**config.mk**
```make
export PLATFORM = sky130hd
export DESIGN_NAME = bscm_mac
export DESIGN_NICKNAME = d
export VERILOG_FILES = /design/src/rtl/bit_sliced_crossbar_mvm_core_defines.svh /design/src/rtl/bscm_pkg.sv /design/src/rtl/bscm_mac.sv
export SDC_FILE = /design/constraint.sdc
export NUM_CORES = 1
export LEC_CHECK = 0
export BUFFER_PORTS_ARGS = -buffer_cell sky130_fd_sc_hd__buf_2
export CORE_ASPECT_RATIO = 1.4
export CORE_MARGIN = 2
export CORE_UTILIZATION = 45
export DETAILED_ROUTE_END_ITERATION = 7
export PLACE_DENSITY = 0.6
export SLEW_MARGIN = 20
export SYNTH_ARGS = -nofsm -noshare
export SYNTH_HDL_FRONTEND = slang
export SYNTH_SLANG_ARGS = --single-unit
export TNS_END_PERCENT = 30
```
**constraint.sdc**
```tcl
create_clock -name clk_i -period 12 [get_ports clk_i]
set_clock_uncertainty 0.2 [all_clocks]
set_input_delay 1.2 -clock clk_i [delete_from_list [all_inputs] [get_ports clk_i]]
set_output_delay 1.2 -clock clk_i [all_outputs]
set_load 0.05 [all_outputs]
```
**src/rtl/bit_sliced_crossbar_mvm_core_defines.svh**
```systemverilog
// ----------------------------------------------------------------------------
// Bit-sliced crossbar MVM core: assertion macros
// Implication helpers; they expand to nothing in synthesis builds.
// ----------------------------------------------------------------------------
`ifndef BIT_SLICED_CROSSBAR_MVM_CORE_DEFINES_SVH
`define BIT_SLICED_CROSSBAR_MVM_CORE_DEFINES_SVH
`ifndef SYNTHESIS
// same-cycle implication
`define BSCM_ASSERT_IMP(lbl, clk, rstn, ante, cons) \
  lbl: assert property (@(posedge clk) disable iff (!rstn) (ante) |-> (cons)) \
    else $error("bscm: assertion failed");
// next-cycle implication
`define BSCM_ASSERT_NXT(lbl, clk, rstn, ante, cons) \
  lbl: assert property (@(posedge clk) disable iff (!rstn) (ante) |=> (cons)) \
    else $error("bscm: assertion failed");
`else
`define BSCM_ASSERT_IMP(lbl, clk, rstn, ante, cons)
`define BSCM_ASSERT_NXT(lbl, clk, rstn, ante, cons)
`endif
`endif

```
**src/rtl/bscm_pkg.sv**
```systemverilog
// ----------------------------------------------------------------------------
// bscm_pkg
// Shared constants, types and slice-plan helpers of the crossbar MVM core.
// ----------------------------------------------------------------------------
`default_nettype none
package bscm_pkg;

  localparam int Rows   = 64;
  localparam int Cols   = 64;
  localparam int Slices = 4;
  localparam int WBit   = 8;
  localparam int IBit   = 8;

  localparam int RowW   = $clog2(Rows);
  localparam int ColW   = $clog2(Cols);
  localparam int SliceW = $clog2(Slices);
  localparam int AddrW  = RowW + SliceW + ColW;

  // mapping modes
  localparam logic [2:0] MODE_DIFF    = 3'd0;
  localparam logic [2:0] MODE_OFS_IN  = 3'd1;
  localparam logic [2:0] MODE_TWOS_IN = 3'd2;
  localparam logic [2:0] MODE_UNS_IN  = 3'd3;
  localparam logic [2:0] MODE_OFS_W   = 3'd4;

  // register indexes
  localparam logic [3:0] REG_MODE = 4'd0;
  localparam logic [3:0] REG_ROWS = 4'd1;
  localparam logic [3:0] REG_COLS = 4'd2;
  localparam logic [3:0] REG_NSL  = 4'd3;
  localparam logic [3:0] REG_SW0  = 4'd4;
  localparam logic [3:0] REG_SW1  = 4'd5;
  localparam logic [3:0] REG_SW2  = 4'd6;
  localparam logic [3:0] REG_SW3  = 4'd7;

  typedef logic [Slices-1:0][3:0] shift_vec_t;

  // tag that travels with one memory read into the MAC
  typedef struct packed {
    logic       valid;
    logic [3:0] shift;
    logic       sum_en;   // element belongs to the input-sum pass
  } mac_tag_t;

  function automatic logic [3:0] clamp_width(input logic [3:0] sw);
    clamp_width = (sw > 4'd8) ? 4'd8 : sw;
  endfunction

  function automatic logic [7:0] slice_mask(input logic [3:0] sw);
    logic [3:0] w;
    w = clamp_width(sw);
    slice_mask = (w == 4'd8) ? 8'hFF : 8'((9'd1 << w) - 9'd1);
  endfunction

  // shift of each slice: remaining bits minus width, floored at zero
  function automatic shift_vec_t slice_shifts(input logic [Slices-1:0][3:0] sw);
    logic [3:0] cur;
    logic [3:0] w;
    cur = 4'(WBit);
    for (int s = 0; s < Slices; s++) begin
      w = clamp_width(sw[s]);
      cur = (cur >= w) ? cur - w : 4'd0;
      slice_shifts[s] = cur;
    end
  endfunction

endpackage
`default_nettype wire

```
**src/rtl/bscm_mac.sv**
```systemverilog
// ----------------------------------------------------------------------------
// bscm_mac
// Slice-times-input product and shifted accumulation, plus the input sum.
// ----------------------------------------------------------------------------
`default_nettype none
module bscm_mac (
  input  wire logic                clk_i,
  input  wire logic                rst_ni,
  input  wire logic [2:0]          mode_i,
  input  wire bscm_pkg::mac_tag_t  tag_i,
  input  wire logic [7:0]          pos_i,
  input  wire logic [7:0]          neg_i,
  input  wire logic signed [8:0]   vec_i,
  input  wire logic                clr_acc_i,
  input  wire logic                clr_sum_i,
  output logic                     busy_o,
  output logic [31:0]              acc_o,
  output logic [14:0]              isum_o
);

  logic signed [8:0]  w_s;
  logic signed [9:0]  x_s;
  logic signed [18:0] prod;

  logic               p2_valid_q;
  logic signed [18:0] prod_q;
  logic [3:0]         sh_q;
  logic               sum_en_q;
  logic signed [8:0]  v_q;
  logic [31:0]        acc_q;
  logic [14:0]        isum_q;

  assign w_s = (mode_i == bscm_pkg::MODE_OFS_W) ? $signed({1'b0, pos_i})
             : $signed({1'b0, pos_i}) - $signed({1'b0, neg_i});

  always_comb begin
    case (mode_i)
      bscm_pkg::MODE_OFS_IN:  x_s = 10'sd128 + $signed({vec_i[8], vec_i});
      bscm_pkg::MODE_TWOS_IN: x_s = $signed({3'b000, vec_i[6:0]})
                                  - $signed({2'b00, vec_i[7], 7'b0});
      default:                x_s = $signed({vec_i[8], vec_i});
    endcase
  end

  assign prod = w_s * x_s;

  always_ff @(posedge clk_i or negedge rst_ni) begin
    if (!rst_ni) begin
      p2_valid_q <= 1'b0;
    end else begin
      p2_valid_q <= tag_i.valid;
    end
  end

  always_ff @(posedge clk_i) begin
    prod_q   <= prod;
    sh_q     <= tag_i.shift;
    sum_en_q <= tag_i.sum_en;
    v_q      <= vec_i;
  end

  always_ff @(posedge clk_i or negedge rst_ni) begin
    if (!rst_ni) begin
      acc_q  <= '0;
      isum_q <= '0;
    end else begin
      if (clr_acc_i) begin
        acc_q <= '0;
      end else if (p2_valid_q) begin
        acc_q <= acc_q + ({{13{prod_q[18]}}, prod_q} << sh_q);
      end
      if (clr_sum_i) begin
        isum_q <= '0;
      end else if (p2_valid_q && sum_en_q) begin
        isum_q <= isum_q + {{6{v_q[8]}}, v_q};
      end
    end
  end

  assign busy_o = p2_valid_q;
  assign acc_o  = acc_q;
  assign isum_o = isum_q;

endmodule
`default_nettype wire

```
==> out/qor.yml <==
placement:
  place_area_sq_um: 10100
  portBuffers: 85
  gp_congestion: 0.900
  dp_hpwl_microns: 17700
  pre_cts_ws_ps: 3420
clocking:
  postCtsHoldBufs: 0
  clock-root-buffer: "clkbuf_16"
  clk_pin_slew_ps: 60
  clkSinkCount: 81
  clk_latency_ps: 360
  cts_setup_buffers: 0
  cts_made_buffers: 9
  htreeDepth: 3
  cts_tree: "yes"
  cts_buffer_depth: 2
  ctsResizeCount: 0
hold_path:
  hold_end: "isum_o[7]"
  hold_path.class: "reg -> reg"
  whs_path_depth: 2
  min_from: "isum_o[7]"
routing:
  drc: 0
  wl_per_cell_microns: 15.1
  dr_total_vias: 7766
  avgViaCountPerCell: 5.44
  drt-total-wl_microns: 21600
  dr.pass1.iters: 4
  ant_nets: 0
  drt_iter0_drc: 254
timing:
  slew_viol_final: 0
  postLayoutSetupSlackWorst_ps: 4200
  fmax_mhz: 128
  fin_crit_sh: 0.650
  hold_ws_ps: 345
  rsz0062_at_grt: "false"
  min_period_ps: 7800
  fin_setup_tns_ps: 0
  relSlewSlack: 0.283
  worstMarginPinSlew_ps: 1070
  setup_viol: 0
  finalHoldViolCount: 0
power:
  power_switching_share: 0.493
  p_seq_frac: 0.131
  power.switching_mw: 1.64
  p_leak_nw: 5.31
  powerDensity_nw_per_um2: 319
  p_clk_frac: 0.089
  vdd_ir_drop_max_mv: 0.378
  intPower_mw: 1.69
  comb_power_share: 0.781
floorplan:
  rows: 62
  dieArea_sq_um: 22300
  ios: 86
  coreArea_sq_um: 20600
  die_w_microns: 127
  start_util: 0.460
  die_h_microns: 176
layout:
  layout_commonest_cell: "nand2_1"
  antenna_cells: 0
  final_area_sq_um: 10500
  final_cell_mix: "nand2_1 (127), inv_1 (106), ha_1 (95)"
  nets: 1380
  syn2layout_area_growth_pct: 10.0
  drive_gt1_frac: 0.117
logic_synthesis:
  syn_inst: 1105
  seq_area_frac_synth: 0.196
  postSynthNetCount: 1318
  async_flop_share: 0.593
  syn_area_sq_um: 9500
  synth_edf_count: 0
  syn_area_per_cell_sq_um: 8.59
  ys_ff_latch: 81
  yosysWarnings: 0
  ys.flop_type: "dfrtp_1"
  synth_cell_types: 78
worst_setup_path:
  critPathMaxFanout: 10
  critical_path_class: "in -> reg"
  crit_arrival_ps: 7830
  critPathMaxStageDelay_ps: 550
  path_common_cell: "fa_1"
  regToRegSetupSlack_ps: 7100
  required_ps: 12030
  cp-start-kind: "input pin"
  rr_worst_depth: 14
  r2r_start: "sh_q[1]"
  cpMaxStageDelayCell: "fa_1"
  worstReg2RegEnd: "acc_o[31]"
  cp-end-kind: "flop"
run:
  cap_violations: 0
global_routing:
  antenna_found_initial: 0
  grt_max_degree: 49
  grt_util_met2: 0.388
  grt-ovfl-total: 0
  top_usage_layer: "met2"
  grt_usage: 0.204
  grt_pass1_vias: 7801
  grt_pass1_wl_microns: 37000
  use_met1: 0.230
  grt_util_met3: 0.0231
run_status:
  status: "finished clean"
## metal layers
| layer | share of wire | wire length (microns) |
|---|---|---|
| met2 | 0.53 | 11500 |
| met4 | 0.030 | 640 |
| met5 | 0 | 0 |
| met1 | 0.41 | 8920 |
| met3 | 0.024 | 507 |
## final cells by class
| class | instances | area, sq um |
|---|---|---|
| Sequential cell | 81 | 1860 |
| Clock inverter | 6 | 70.1 |
| Clock buffer | 10 | 250 |
| Timing Repair Buffer | 91 | 470 |
| Multi-Input combinational cell | 878 | 7080 |
| Inverter | 106 | 398 |
| Tap cell | 256 | 320 |
| Fill cell | 2061 | 10200 |
## cells by family after synthesis
| group | Yosys count | synth area share |
|---|---|---|
| xor+xnor | 50 | 0.0461 |
| simple gates | 356 | 0.176 |
| mux | 48 | 0.0536 |
| flops | 81 | 0.196 |
| fa+ha+maj | 175 | 0.294 |
| compound gates | 249 | 0.175 |
| buf+inv | 146 | 0.0590 |
## sequential cells by signal, summed over array words and instances, names as in the netlist
register and cells:
acc_o 32, prod_q 19, isum_o 15, v_q 9, sh_q 4, busy_o 1, sum_en_q 1
## worst max-delay path: cells and delay by family
family | cells | cell delay [ps]
AO/OA/AOI/OAI | 8 | 1690
adder cells (fa/ha/maj) | 8 | 3400
buffers and inverters | 5 | 280
AND/OR/NAND/NOR | 6 | 1250
## power by group through the flow
stage                     sequential, mW  combinational, mW  clock [mW]
final                              0.436               2.61       0.295
after CTS                          0.436               2.64       0.305
after global routing               0.446               3.01       0.316
after floorplan                    0.556               1.99           0
after global placement             0.441               2.58           0
after detailed placement           0.442               2.61           0
## worst max-delay path by stage
| stage | startpoint | endpoint | slack, ps | cells after the start |
|---|---|---|---|---|
| after global routing | neg_i[1] | prod_q[18] | 3600 | 26 |
| after detailed placement | pos_i[0] | prod_q[18] | 3420 | 26 |
| after floorplan | pos_i[0] | prod_q[18] | 4510 | 26 |
| after CTS | pos_i[0] | prod_q[18] | 3780 | 26 |
| after global placement | pos_i[0] | prod_q[18] | 3580 | 26 |
| final | pos_i[0] | prod_q[18] | 4200 | 27 |
## through the flow
step / power (mW) / instances / utilization
2_1_floorplan: 2.54 / 1105 / -
3_3_place_gp: 3.02 / 1412 / 0.491
3_5_place_dp: 3.05 / 1412 / 0.491
4_1_cts: 3.38 / 1428 / 0.506
6_report: 3.34 / 1428 / 0.506
5_1_grt: 3.77 / 1428 / 0.506
## synthesized netlist by cell type (11+ instances only)
cell type	number	area, sq um
clkbuf_1	24	90.1
nand2_1	127	477
and2_1	38	238
nor3_1	22	110
ha_1	95	1190
nor2b_1	12	75.1
inv_1	106	398
nor2_1	87	327
mux2i_1	37	370
xor2_1	18	158
a21o_1	25	188
a21oi_1	77	385
xnor2_1	32	280
o21ai_0	39	195
dfrtp_1	48	1200
dfxtp_1	33	661
nand3_1	20	100
fa_1	80	1600
buf_1	11	41.3
a211oi_1	11	82.6
and3_1	13	81.3
No activity file was read; power rests on OpenSTA's default activity.
